### config.mk
export PLATFORM = sky130hd
export DESIGN_NAME = fts_front_flat
export DESIGN_NICKNAME = d
export VERILOG_FILES = /design/src/fts_pkg.sv /design/src/fts_channels.sv /design/src/fts_front.sv /design/src/flat_wrapper.sv
export SDC_FILE = /design/constraint.sdc
export NUM_CORES = 1
export LEC_CHECK = 0
export CORE_ASPECT_RATIO = 0.8
export CORE_UTILIZATION = 57
export DETAILED_ROUTE_END_ITERATION = 10
export DONT_BUFFER_PORTS = 1
export GPL_TIMING_DRIVEN = 0
export HOLD_SLACK_MARGIN = 0.15
export PLACE_DENSITY_LB_ADDON = 0.1
export SETUP_SLACK_MARGIN = 0.05
export SLEW_MARGIN = 5
export SYNTH_ARGS = -nofsm -noshare
export SYNTH_HDL_FRONTEND = slang
export SYNTH_SLANG_ARGS = --single-unit
### constraint.sdc
create_clock -name clk -period 6.53 [get_ports clk]
set_input_delay 0 -clock clk [delete_from_list [all_inputs] [get_ports clk]]
set_output_delay 0 -clock clk [all_outputs]
set_load 0.03 [all_outputs]
### src/fts_pkg.sv
`timescale 1ns / 1ps
`default_nettype none
// ----------------------------------------------------------------------------
// Frame time statistics package
// Shared types and constants for the frame timing block.
// ----------------------------------------------------------------------------
package fts_pkg;

  localparam logic [62:0] MAX63         = {63{1'b1}};
  localparam logic [63:0] RATE_NUM      = 64'd1_000_000_000_000;
  localparam logic [31:0] MIN_DELTA     = 32'd10;
  localparam logic [31:0] DEF_MAX_DELTA = 32'd100_000_000;
  localparam logic [7:0]  DEF_WINDOW    = 8'd120;
  localparam logic [31:0] DEF_REFRESH   = 32'd250_000_000;
  localparam logic [23:0] DEF_SCALE     = 24'd65536;

  // Dividend widths for the serial divider
  localparam logic [6:0]  RATE_BITS     = 7'd40;
  localparam logic [6:0]  DISP_BITS     = 7'd33;

  // Register indexes
  localparam logic [2:0]  REG_MAX_DELTA = 3'd0;
  localparam logic [2:0]  REG_WINDOW    = 3'd1;
  localparam logic [2:0]  REG_REFRESH   = 3'd2;
  localparam logic [2:0]  REG_SCALE     = 3'd3;
  localparam logic [2:0]  REG_PAUSED    = 3'd4;

  typedef struct packed {
    logic [31:0] max_delta;
    logic [7:0]  window;
    logic [31:0] refresh;
    logic [23:0] scale;
    logic        paused;
  } cfg_t;

  // One classified tick handed from front to back
  typedef struct packed {
    logic        first;
    logic [62:0] frame;
    logic [62:0] raw;
    logic [31:0] clamped;
    logic [62:0] elapsed;
  } item_t;

  typedef struct packed {
    logic        start;
    logic [63:0] dividend;
    logic [63:0] divisor;
    logic [6:0]  steps;
  } div_req_t;

  typedef struct packed {
    logic        done;
    logic [63:0] quot;
  } div_rsp_t;

endpackage
`default_nettype wire

### src/fts_channels.sv
`timescale 1ns / 1ps
`default_nettype none
// ----------------------------------------------------------------------------
// Frame time statistics channels
// Valid/ready channels for tick words in and statistics words out.
// ----------------------------------------------------------------------------
interface fts_tick_if;
  logic        valid;
  logic        ready;
  logic [62:0] now_ns;
  modport source (output valid, output now_ns, input ready);
  modport sink (input valid, input now_ns, output ready);
endinterface

`default_nettype wire

### src/fts_front.sv
`timescale 1ns / 1ps
`default_nettype none
// ----------------------------------------------------------------------------
// Frame time statistics front end
// Accepts tick words, measures raw and clamped delta and elapsed time.
// ----------------------------------------------------------------------------
module fts_front (
  input  logic           clk,
  input  logic           rst,
  fts_tick_if.sink       tick,
  input  fts_pkg::cfg_t  cfg,
  input  logic           full,
  output logic           push,
  output fts_pkg::item_t item
);

  logic        started;
  logic [62:0] start_stamp;
  logic [62:0] last_stamp;
  logic [62:0] frame_count;
  logic [62:0] raw;
  logic [62:0] elapsed;
  logic [31:0] maxd;

  assign tick.ready = ~full;
  assign push       = tick.valid & ~full;

  // Measure the tick against the stored stamps
  always_comb begin
    raw     = (tick.now_ns >= last_stamp) ? tick.now_ns - last_stamp : '0;
    elapsed = (tick.now_ns >= start_stamp) ? tick.now_ns - start_stamp : '0;
    maxd    = (cfg.max_delta == '0) ? fts_pkg::DEF_MAX_DELTA : cfg.max_delta;
    item.first = ~started;
    if (started) begin
      item.frame   = (frame_count == fts_pkg::MAX63) ? frame_count : frame_count + 63'd1;
      item.raw     = raw;
      item.clamped = (raw > {31'd0, maxd}) ? maxd : raw[31:0];
      item.elapsed = elapsed;
    end else begin
      item.frame   = 63'd1;
      item.raw     = '0;
      item.clamped = '0;
      item.elapsed = '0;
    end
  end

  // Advance the stamps on each accepted word
  always_ff @(posedge clk) begin
    if (rst) begin
      started     <= 1'b0;
      frame_count <= '0;
    end else if (push) begin
      started     <= 1'b1;
      frame_count <= item.frame;
    end
  end

  always_ff @(posedge clk) begin
    if (push) begin
      last_stamp <= tick.now_ns;
      if (!started) begin
        start_stamp <= tick.now_ns;
      end
    end
  end

endmodule
`default_nettype wire

### src/flat_wrapper.sv
// flat-port wrapper written by rule: the top's interface ports become plain ports
module fts_front_flat 
  (clk, rst, cfg, full, push, item, tick_valid, tick_now_ns, tick_ready);
  fts_tick_if tick_i ();
  input  logic clk;
  input  logic rst;
  input  fts_pkg::cfg_t cfg;
  input  logic full;
  output logic push;
  output fts_pkg::item_t item;
  input wire logic [$bits(tick_i.valid)-1:0] tick_valid;
  input wire logic [$bits(tick_i.now_ns)-1:0] tick_now_ns;
  output wire logic [$bits(tick_i.ready)-1:0] tick_ready;
  assign tick_i.valid = tick_valid;
  assign tick_i.now_ns = tick_now_ns;
  assign tick_ready = tick_i.ready;
  fts_front u_core (.clk(clk), .rst(rst), .tick(tick_i), .cfg(cfg), .full(full), .push(push), .item(item));
endmodule
==> flow_metrics.tcl <==
set metrics [dict create \
    outcome "completed" \
    synth_xor_area_frac 0.07919 \
    stdcell_count 2915 \
    async_flop_share 0 \
    drt_iter0_markers 1916 \
    worstPathMaxFanout 8 \
    antenna_found_initial 1 \
    clk_latency_ps 480 \
    synth_seq_area_share 0.2759 \
    endpoint_kind "output pin" \
    areaGrowthSynthToFinish_pct 12.78 \
    drc_errors 0 \
    yosys_register_bits 190 \
    vias_per_cell 6.362 \
    yosysTopAreaCell "edfxtp_1" \
    grt_pass1_wl_mm 96.17 \
    num_vias 18546 \
    synth.avg_cell_area_um2 7.669 \
    place_inst 2818 \
    p_seq_frac 0.337 \
    critPathArrivalTime_ps 6290 \
    cts_tree "built" \
    yosys-top-cells-area "edfxtp_1 21%, ha_1 11%, dfxtp_1 7.0%, a21oi_1 6.2%, nor2_1 6.1%" \
    synth_warnings 0 \
    seqCellArea_um2 5065 \
    synth_nets 2719 \
    cp-start-kind "flop" \
    most-common-layout-cells "296 x nor2_1, 236 x nand2_1, 225 x a21oi_1" \
    syn_inst 2394 \
    final_common_cell "nor2_1" \
    critPathKind "flop to output pin" \
    leakage_nw 8.540 \
    p_total_mw 3.983 \
    p_clk_frac 0.277 \
    p_comb_frac 0.386 \
    multiInputGateArea_um2 12450 \
    initial_utilization 0.5816 \
    synthAdderAreaFrac 0.1105 \
    worst_slew_pin_slew_ps 1189 \
    synthMuxAreaShare 0.02658 \
    synth-simple-area-share 0.2447 \
    fin_skew_ps 18.68 \
    diodes 0 \
    p_sw_frac 0.3973 \
    first_pass_iters 5 \
    cts_root_buf "clkbuf_16" \
    setup-tns-final_ps 0 \
    drt-total-wl_mm 63.50 \
    placementRows 58 \
    cts_htree_levels 4 \
    p_switching_mw 1.582 \
    clock_path_buffers 2 \
    grt_pass1_vias 17066 \
    cp_slowest_cell "a2111oi_4" \
    slew_violations 0 \
    synth_top_family_by_area "simple AND/OR/NAND/NOR gates" \
    path_clk_slew_ps 80 \
    nFillCells 2770 \
    hp-class "primary input to flop" \
    gp_congestion 1.013 \
    ios 388 \
    fmax_mhz 159.0 \
    intPower_mw 2.401 \
    core_area_um2 31570 \
    synth_compound_area_frac 0.1993 \
    drive_above_1_share 0.06092 \
    ir_drop_mv 0.2240 \
    grt_usage 0.3769 \
    synth_cell_type_count 83 \
    min_period_ps 6290 \
    p_per_area_nw_per_um2 192.4 \
    slew_headroom 0.2011 \
    dieArea_um2 32940 \
    netlist_area_um2 18360 \
    port_buffers 0 \
    finalHoldViolations 0 \
    final_util 0.6559 \
    fin_nets 2807 \
    synth.top_cell.area_share 0.2061 \
    die_h_um 162.5 \
    critPathRequiredTime_ps 6530 \
    maxCapViolCount 0 \
    whs_path_depth 1 \
    min_period_over_period 0.9633 \
    numCtsBuffers 17 \
    overflow 0 \
    synth_edf_count 126 \
    hpwl_mm 48.88 \
    reg2reg_depth 11 \
    die_w_um 202.7 \
    hold-worst-slack_ps 194.1 \
    grt_max_degree 37 \
    cts.sinks 190 \
    cp_slowest_stage_delay_ps 460 \
    ant_nets 0 \
    synth_flop_cell "edfxtp_1" \
    setup-violations-final 0 \
    wl_per_cell_um 21.78 \
]
==> registers in the layout, summed over array words and instances, names as in the netlist <==
name	flops
u_core.frame_count	63
u_core.last_stamp	63
u_core.started	1
u_core.start_stamp	63
==> per-stage QoR <==
| step | setup WS [ps] | area [µm²] |
|---|---|---|
| final | 239.9 | 20710 |
| after global routing | -8.099 | 20710 |
| after detailed placement | -1318 | 19000 |
| after floorplan | 754.4 | 18360 |
| after CTS | 51.07 | 20630 |
| after global placement | -1358 | 18890 |
==> power by group through the flow <==
stage | Clock, mW | Sequential, mW | Combinational [mW]
6_report | 1.10 | 1.34 | 1.54
5_1_grt | 1.15 | 1.35 | 1.65
4_1_cts | 1.12 | 1.34 | 1.48
3_5_place_dp | 0 | 1.37 | 1.36
3_3_place_gp | 0 | 1.37 | 1.34
2_1_floorplan | 0 | 1.37 | 1.03
==> kinds of logic (layout without fill, tap and decap cells) <==
group | count (synthesis) | in the layout
mux | 43 | 43
flops | 190 | 190
xor+xnor | 166 | 166
fa+ha+maj | 161 | 161
buf+inv | 307 | 408
simple gates | 934 | 934
compound gates | 593 | 593
==> worst max-delay path, delay by kind of cell (launching register included) <==
| family | cells | cell delay [ps] |
|---|---|---|
| AO/OA/AOI/OAI | 10 | 2280 |
| adder cells (fa/ha/maj) | 2 | 680 |
| buffers and inverters | 5 | 970 |
| flip-flops | 1 | 320 |
| multiplexers | 1 | 300 |
| AND/OR/NAND/NOR | 7 | 1250 |
==> path summary, 6_finish.rpt <==
kind / end / slack, ps / startpoint
worst max-delay path: item[82] / 240 / u_core.last_stamp[18]$_DFFE_PP_
worst min-delay path: u_core.start_stamp[46]$_DFFE_PP_ / 190 / tick_now_ns[46]
worst max register to register: u_core.frame_count[56]$_SDFFE_PP0P_ / 2380 / u_core.frame_count[3]$_SDFFE_PP0P_
worst min register to register: u_core.frame_count[43]$_SDFFE_PP0P_ / 490 / u_core.frame_count[43]$_SDFFE_PP0P_
==> routing by layer <==
layer	share of wire	GRT usage	up-vias
li1	-	-	8688
met1	0.43	0.5256	8707
met2	0.43	0.5724	1000
met3	0.10	0.07963	149
met4	0.034	0.1394	2
met5	0.00020	0	-
==> layout make-up <==
type                       count  area share
buffer                       102     0.02272
clock buffer                  17     0.02055
clock inverter                15    0.008641
inverter                     192     0.03481
multi-input combinational   1897      0.6014
sequential                   190      0.2446
tap                          420     0.02538
timing repair buffer          82     0.04194
==> cell usage after synthesis, drive strengths merged, types with 65 or more instances <==
library cell / instances
o21ai: 132
inv: 192
nand3: 65
nor2: 298
edfxtp: 126
a21oi: 229
ha: 159
clkbuf: 99
nand2: 238
xor2: 81
xnor2: 85
==> what timing repair did <==
action	4_1_cts	5_1_grt
pin swaps	9	10
endpoints found under the hold margin	131	0
setup buffers	8	4
hold buffers	65	0
cloned	1	0
resized for setup	72	24
setup endpoints to repair	32	32
No activity file was read; power rests on OpenSTA's default activity.
