## src/fts_pkg.sv

```systemverilog
`timescale 1ns / 1ps
`default_nettype none
// ----------------------------------------------------------------------------
// Frame time statistics package
// Shared types and constants for the frame timing block.
// ----------------------------------------------------------------------------
package fts_pkg;

  localparam logic [62:0] MAX63         = {63{1'b1}};
  localparam logic [63:0] RATE_NUM      = 64'd1_000_000_000_000;
  localparam logic [31:0] MIN_DELTA     = 32'd10;
  localparam logic [31:0] DEF_MAX_DELTA = 32'd100_000_000;
  localparam logic [7:0]  DEF_WINDOW    = 8'd120;
  localparam logic [31:0] DEF_REFRESH   = 32'd250_000_000;
  localparam logic [23:0] DEF_SCALE     = 24'd65536;

  // Dividend widths for the serial divider
  localparam logic [6:0]  RATE_BITS     = 7'd40;
  localparam logic [6:0]  DISP_BITS     = 7'd33;

  // Register indexes
  localparam logic [2:0]  REG_MAX_DELTA = 3'd0;
  localparam logic [2:0]  REG_WINDOW    = 3'd1;
  localparam logic [2:0]  REG_REFRESH   = 3'd2;
  localparam logic [2:0]  REG_SCALE     = 3'd3;
  localparam logic [2:0]  REG_PAUSED    = 3'd4;

  typedef struct packed {
    logic [31:0] max_delta;
    logic [7:0]  window;
    logic [31:0] refresh;
    logic [23:0] scale;
    logic        paused;
  } cfg_t;

  // One classified tick handed from front to back
  typedef struct packed {
    logic        first;
    logic [62:0] frame;
    logic [62:0] raw;
    logic [31:0] clamped;
    logic [62:0] elapsed;
  } item_t;

  typedef struct packed {
    logic        start;
    logic [63:0] dividend;
    logic [63:0] divisor;
    logic [6:0]  steps;
  } div_req_t;

  typedef struct packed {
    logic        done;
    logic [63:0] quot;
  } div_rsp_t;

endpackage
`default_nettype wire

```

## src/fts_queue.sv

```systemverilog
`timescale 1ns / 1ps
`default_nettype none
// ----------------------------------------------------------------------------
// Frame time statistics queue
// Two-entry queue of classified ticks between front and back.
// ----------------------------------------------------------------------------
module fts_queue (
  input  logic           clk,
  input  logic           rst,
  input  logic           push,
  input  fts_pkg::item_t push_item,
  output logic           full,
  input  logic           pop,
  output fts_pkg::item_t pop_item,
  output logic           empty
);

  fts_pkg::item_t slots [2];
  logic           wptr;
  logic           rptr;
  logic [1:0]     count;

  assign full     = (count == 2'd2);
  assign empty    = (count == 2'd0);
  assign pop_item = slots[rptr];

  // Track pointers and fill level
  always_ff @(posedge clk) begin
    if (rst) begin
      wptr  <= 1'b0;
      rptr  <= 1'b0;
      count <= 2'd0;
    end else begin
      if (push) begin
        wptr <= ~wptr;
      end
      if (pop) begin
        rptr <= ~rptr;
      end
      priority if (push && !pop) begin
        count <= count + 2'd1;
      end else if (pop && !push) begin
        count <= count - 2'd1;
      end
    end
  end

  always_ff @(posedge clk) begin
    if (push) begin
      slots[wptr] <= push_item;
    end
  end

endmodule
`default_nettype wire

```

## config.mk

```make
export PLATFORM = sky130hd
export DESIGN_NAME = fts_queue
export DESIGN_NICKNAME = d
export VERILOG_FILES = /design/src/fts_pkg.sv /design/src/fts_queue.sv
export SDC_FILE = /design/constraint.sdc
export NUM_CORES = 1
export LEC_CHECK = 0
export BUFFER_PORTS_ARGS = -buffer_cell sky130_fd_sc_hd__buf_2
export CORE_UTILIZATION = 28
export DETAILED_ROUTE_END_ITERATION = 12
export PLACE_DENSITY = 0.54
export RECOVER_POWER = 100
export SYNTH_ARGS = -nofsm -noshare
export SYNTH_HDL_FRONTEND = slang
export SYNTH_SLANG_ARGS = --single-unit
```

## constraint.sdc

```tcl
create_clock -name clk -period 15.5 [get_ports clk]
set_input_delay 4.65 -clock clk [delete_from_list [all_inputs] [get_ports clk]]
set_output_delay 4.65 -clock clk [all_outputs]
set_load 0.005 [all_outputs]
```

==> results of run 1 <==
-- registers in the layout, indices dropped and copies added, names as in the netlist, named ones only --
| register | count |
|---|---|
| rptr | 1 |
| slots | 444 |
| wptr | 1 |
| count | 2 |
-- per-stage QoR --
stage	setup WS (ns)	hold slack [ns]	util (%)	area (sq um)
floorplan	0.4517	0.4608	-	17020
global placement	8.001	0.4902	33.25	20030
detailed placement	7.983	0.5058	33.25	20030
CTS	7.652	0.5181	35.62	21460
global route	4.148	0.5627	34.19	20600
finish	4.940	0.5093	34.20	20600
-- cell type report --
class	instances	area (sq um)
fill	5918	39640
sequential	449	13430
multi-input combinational	238	2613
timing repair buffer	458	2145
clock buffer	65	1316
tap	782	978.4
clock inverter	18	108.9
antenna	2	5.005
inverter	1	3.754
-- worst max-delay path by stage --
stage | start | slack [ns] | endpoint
2_1_floorplan | push | 0.45 | slots[0][0]$_DFFE_PP_
3_3_place_gp | push | 8.00 | slots[0][102]$_DFFE_PP_
3_5_place_dp | push | 7.98 | slots[1][202]$_DFFE_PP_
4_1_cts | register | 7.65 | pop_item[37]
5_1_grt | push | 4.15 | slots[1][194]$_DFFE_PP_
6_report | push | 4.94 | slots[1][194]$_DFFE_PP_
-- Yosys cell counts (2+ instances only) --
cell type | number | area share [%]
edfxtp_1 | 444 | 78
mux2_4 | 180 | 16
mux2_2 | 42 | 2.8
buf_6 | 10 | 0.66
buf_8 | 10 | 0.88
dfxtp_1 | 5 | 0.59
nor2_1 | 5 | 0.11
buf_2 | 4 | 0.12
nor2b_1 | 2 | 0.074
xnor2_1 | 2 | 0.10
xor2_1 | 2 | 0.10
-- cells by family (layout without fill, tap and decap cells) --
logic type / count (synthesis) / in the layout / share of synthesized area [%]
mux: 222 / 222 / 18.66
xor+xnor: 4 / 4 / 0.2059
buf+inv: 26 / 542 / 1.801
fa+ha+maj: 1 / 1 / 0.07352
flops: 449 / 449 / 78.94
other cells: 0 / 2 / 0
compound gates: 2 / 2 / 0.05877
simple gates: 9 / 9 / 0.2574
-- metal layers --
metal / vias to the layer above / wire (microns) / share of wire (%) / GRT usage, %
li1: 3819 / - / - / -
met4: 8 / 724 / 2.0 / 3.407
met5: - / 50 / 0.14 / 0
met2: 299 / 17150 / 48 / 18.27
met3: 56 / 2949 / 8.3 / 4.313
met1: 4108 / 14690 / 41 / 13.15
-- critical path: stages --
cell and delay (ns):
clkbuf_1 0.16, and2_0 2.49, clkbuf_1 2.37, buf_4 0.96
-- report_power, final --
group          internal, mW  total (mW)  switching (mW)  leakage [nW]
sequential             1.42        1.44          0.0205          4.21
clock                 0.607        1.04           0.436         0.700
combinational         0.109       0.241           0.132          2.37
total                  2.14        2.73           0.588          7.28
==> run_results.csv, run 1 <==
group,metric,value,unit
status,status,"complete, but fails checks",
status,violations,"max-capacitance violations, max-slew violations",
die,io_pins,450,
placement,io_buffers,449,
die,rows,90,
die,core_area,60250,sq um
synthesis,yosysSeqAreaShare,78.94,%
clock_tree,cts_root_buffer,"clkbuf_16",
synthesis,synth-edff-count,444,
hold_path,hold-path-endpoint,"count[1]$_SDFFE_PP0P_",
synthesis,async_reset_ff_share,0,%
clock_tree,post_cts_buffers,0,
cells_and_area,areaGrowthSynthToFinish,21.07,%
placement,place_inst,1928,
timing,setup_viol,0,
synthesis,synth_warnings,0,
setup_path,worstSetupStartpointType,"input port",
routing,drc_errors,0,
power_and_ir_drop,leakage,7.276,nW
timing,finalHoldViolCount,0,
cells_and_area,final_layout_size_suffix_gt1_share,34.42,%
cells_and_area,final_common_cell,"edfxtp_1",
setup_path,r2r_start,"wptr$_SDFFE_PP0P_",
clock_tree,hold_buffers,0,
grt,grt_usage,11.03,%
clock_tree,htreeDepth,2,
timing,skew,0.01482,ns
synthesis,ys_ff_latch,449,
setup_path,r2r-end,"slots[1][194]$_DFFE_PP_",
cells_and_area,final_cells,2013,
grt,grt_first_pass_wirelength,52.21,mm
clock_tree,cts_buffers,49,
cells_and_area,layout_common_cells,"edfxtp_1, buf_2, mux2_1",
setup_path,critPathRequiredTime,15.68,ns
setup_path,worst-r2r-cell-count,3,
timing,rsz0062_at_grt,"no",
routing,routed_via_density,4.118,
grt,grt_max_degree,115,
cells_and_area,final_nets,1424,
hold_path,hold_path_startpoint,"count[1]$_SDFFE_PP0P_",
routing,drtAntennaViolNets,0,
clock_tree,clk_latency,0.55,ns
clock_tree,tritoncts,"built",
synthesis,ys_types,18,
clock_tree,cts_resized,0,
timing,relSlewSlack,-158.1,%
die,die_w,248.5,microns
timing,final.period_utilization,68.13,%
die,die_y,248.5,microns
placement,dp_hpwl,23.17,mm
hold_path,holdPathStages,2,
die,initial_utilization,28.25,%
setup_path,regToRegSetupSlack,8.85,ns
clock_tree,clockBufferDepth,3,
routing,drt-total-wl,35.56,mm
timing,finalCriticalPeriod,10.56,ns
job,cap_violations,7,
setup_path,worstSetupPathType,"in -> reg",
timing,fin_setup_tns,0,ns
hold_path,min_path_type,"reg -> reg",
setup_path,worst-path-max-fanout,61,
power_and_ir_drop,total_power,2.729,mW
die,die_area,61760,sq um
power_and_ir_drop,p_per_area,132.5,nW/um^2
placement,gp_congestion,0.7407,
timing,fmax,0.09470,GHz
timing,slew_violations,393,
routing,drtIter0Drc,332,
clock_tree,path_clk_slew,0.06,ns
setup_path,worstPathArrival,10.74,ns
routing,vias,8290,
routing,wl_per_cell,17.66,microns
routing,dr.pass1.iters,7,
power_and_ir_drop,ir_worst_vdd,0.09070,mV
clock_tree,cts_sinks,449,
synthesis,synth_area,17020,sq um
synthesis,syn_avg_cell_area,23.87,sq um
synthesis,synth_nets,940,
grt,first_global_vias,8716,
grt,grt.overflow.total,0,
grt,antenna_found_initial,5,
setup_path,crit_path_end_kind,"register",
synthesis,postSynthCellCount,713,
timing,worst_slew_pin_slew,3.871,ns
synthesis,synthFlopType,"edfxtp_1",
No activity file was read; power rests on OpenSTA's default activity.
==> run 2, diff against run 1 <==
Clock period 15.5 ns to 9.5 ns, I/O delays scaled along.
==> run 2 against run 1 <==
Compared with the run above:
- the flow still finishes with violations (max-capacitance violations, max-slew violations)
- combinational power is 62% higher
- global-route usage increased by 0.59 points
- clock skew about the same
- register-to-register slack lost 4.5 ns
- via count increased by 1.2%
- die area is the same
- clock power rose by 88%
- sequential cell count unchanged
- worst setup slack worse by 2.8 ns
- critical path type unchanged
==> run_results.csv, run 2 (synthesis gave the netlist of run 1 again) <==
group,metric,value,unit
setup_path,startpoint,"push",
grt,first_global_vias,8979,
routing,wl_per_cell,18.42,microns
die,die_y,248.5,microns
clock_tree,post_cts_buffers,0,
timing,setup_viol,0,
power_and_ir_drop,ir_worst_vdd,0.1298,mV
setup_path,slowest_delay,3.08,ns
setup_path,cp_cell_sequence,"clkbuf_1 -> nor2b_1 -> clkbuf_1 -> buf_4",
routing,dr.pass1.iters,4,
grt,grt_max_degree,138,
die,die_w,248.5,microns
timing,rsz0062_at_grt,"no",
grt,grt_first_pass_wirelength,54.38,mm
clock_tree,cts_resized,0,
routing,routed_via_density,4.151,
timing,relSlewSlack,-192.3,%
job,cap_violations,7,
clock_tree,hold_buffers,0,
power_and_ir_drop,p_per_area,225.4,nW/um^2
timing,final.period_utilization,76.99,%
timing,slew_violations,453,
die,die_area,61760,sq um
timing,worst_slew_pin_slew,4.385,ns
grt,busiest_layer,"met2",
timing,fmax,0.1367,GHz
timing,fin_setup_tns,0,ns
clock_tree,clockBufferDepth,3,
setup_path,critPathRequiredTime,9.68,ns
status,status,"complete, but fails checks",
power_and_ir_drop,leakage,7.416,nW
clock_tree,htreeDepth,2,
setup_path,cpMostUsedCell,"clkbuf_1",
clock_tree,cts_sinks,449,
timing,finalHoldViolCount,0,
routing,vias,8390,
routing,drt-total-wl,37.23,mm
die,initial_utilization,28.25,%
cells_and_area,final_nets,1423,
clock_tree,cts_root_buffer,"clkbuf_16",
grt,antenna_found_initial,12,
grt,use_met1,12.84,%
power_and_ir_drop,total_power,4.704,mW
setup_path,worstPathArrival,7.49,ns
routing,drtIter0Drc,302,
grt,grt.overflow.total,0,
placement,io_buffers,449,
setup_path,crit_path_end_kind,"register",
die,core_area,60250,sq um
status,violations,"max-capacitance violations, max-slew violations",
setup_path,r2r_start,"wptr$_SDFFE_PP0P_",
setup_path,worstSetupStartpointType,"input port",
cells_and_area,layout_common_cells,"edfxtp_1, buf_2, mux2_1",
grt,grt.met2_usage,19.85,%
clock_tree,clk_latency,0.56,ns
cells_and_area,top_register,"slots",
placement,dp_hpwl,24.84,mm
hold_path,hold_path_startpoint,"rptr$_SDFFE_PP0P_",
hold_path,min_path_type,"reg -> reg",
setup_path,worst-path-max-fanout,71,
clock_tree,path_clk_slew,0.06,ns
die,io_pins,450,
cells_and_area,areaGrowthSynthToFinish,22.63,%
cells_and_area,final_common_cell,"edfxtp_1",
timing,skew,0.01465,ns
routing,drc_errors,0,
clock_tree,cts_buffers,49,
grt,use_met3,4.690,%
placement,gp_congestion,0.7862,
grt,grt_usage,11.62,%
die,rows,90,
cells_and_area,top_regs,"slots: 444 flops, count: 2 flops",
routing,drtAntennaViolNets,0,
cells_and_area,largest_register_ffs,444,
setup_path,worstSetupPathType,"in -> reg",
setup_path,worst_path_max_delay_cell,"clkbuf_1",
clock_tree,tritoncts,"built",
timing,finalCriticalPeriod,7.314,ns
cells_and_area,final_layout_size_suffix_gt1_share,36.55,%
[run 2: worst max-delay path: cells and delay by family]
kind | cells | cell delay, ns
buf+inv | 3 | 4.31
simple gates | 1 | 0.19
[run 2: path summary, 6_finish.rpt]
check                                         endpoint  depth (start not counted)  slack, ns
worst min register to register       rptr$_SDFFE_PP0P_                          2       0.52
worst min-delay path                 rptr$_SDFFE_PP0P_                          2       0.52
worst max register to register  slots[0][43]$_DFFE_PP_                          3       4.35
worst max-delay path            slots[0][43]$_DFFE_PP_                          4       2.19
[run 2: metal layers]
layer | part of all wire, % | wire, microns | up-vias
li1 | - | - | 3820
met1 | 39 | 14340 | 4165
met2 | 50 | 18550 | 311
met3 | 8.4 | 3138 | 84
met4 | 3.1 | 1140 | 10
met5 | 0.16 | 61 | -
[run 2: cell type report]
type | count | area [sq um]
Sequential cell | 449 | 13440
Clock inverter | 30 | 362.8
Timing Repair Buffer | 457 | 2150
Antenna cell | 5 | 12.51
Fill cell | 5873 | 39380
Inverter | 1 | 3.754
Clock buffer | 59 | 1306
Multi-Input combinational cell | 238 | 2616
Tap cell | 782 | 978.4
[run 2: per-stage QoR]
stage	worst slack [ns]	util [%]	area, sq um	hold WS, ns	std cells
floorplan	0.4300	-	17020	0.4608	713
global placement	4.114	33.26	20040	0.4830	1927
detailed placement	4.085	33.26	20040	0.5012	1927
CTS	3.449	36.03	21710	0.5254	2016
global route	1.771	34.63	20860	0.5559	2019
finish	2.186	34.64	20870	0.5242	2021
[run 2: report_power, final]
part           total [mW]  switching, mW  leakage, nW  internal (mW)
Sequential           2.36         0.0370         4.21           2.33
Combinational       0.391          0.213         2.40          0.177
Clock                1.95          0.754        0.810           1.20
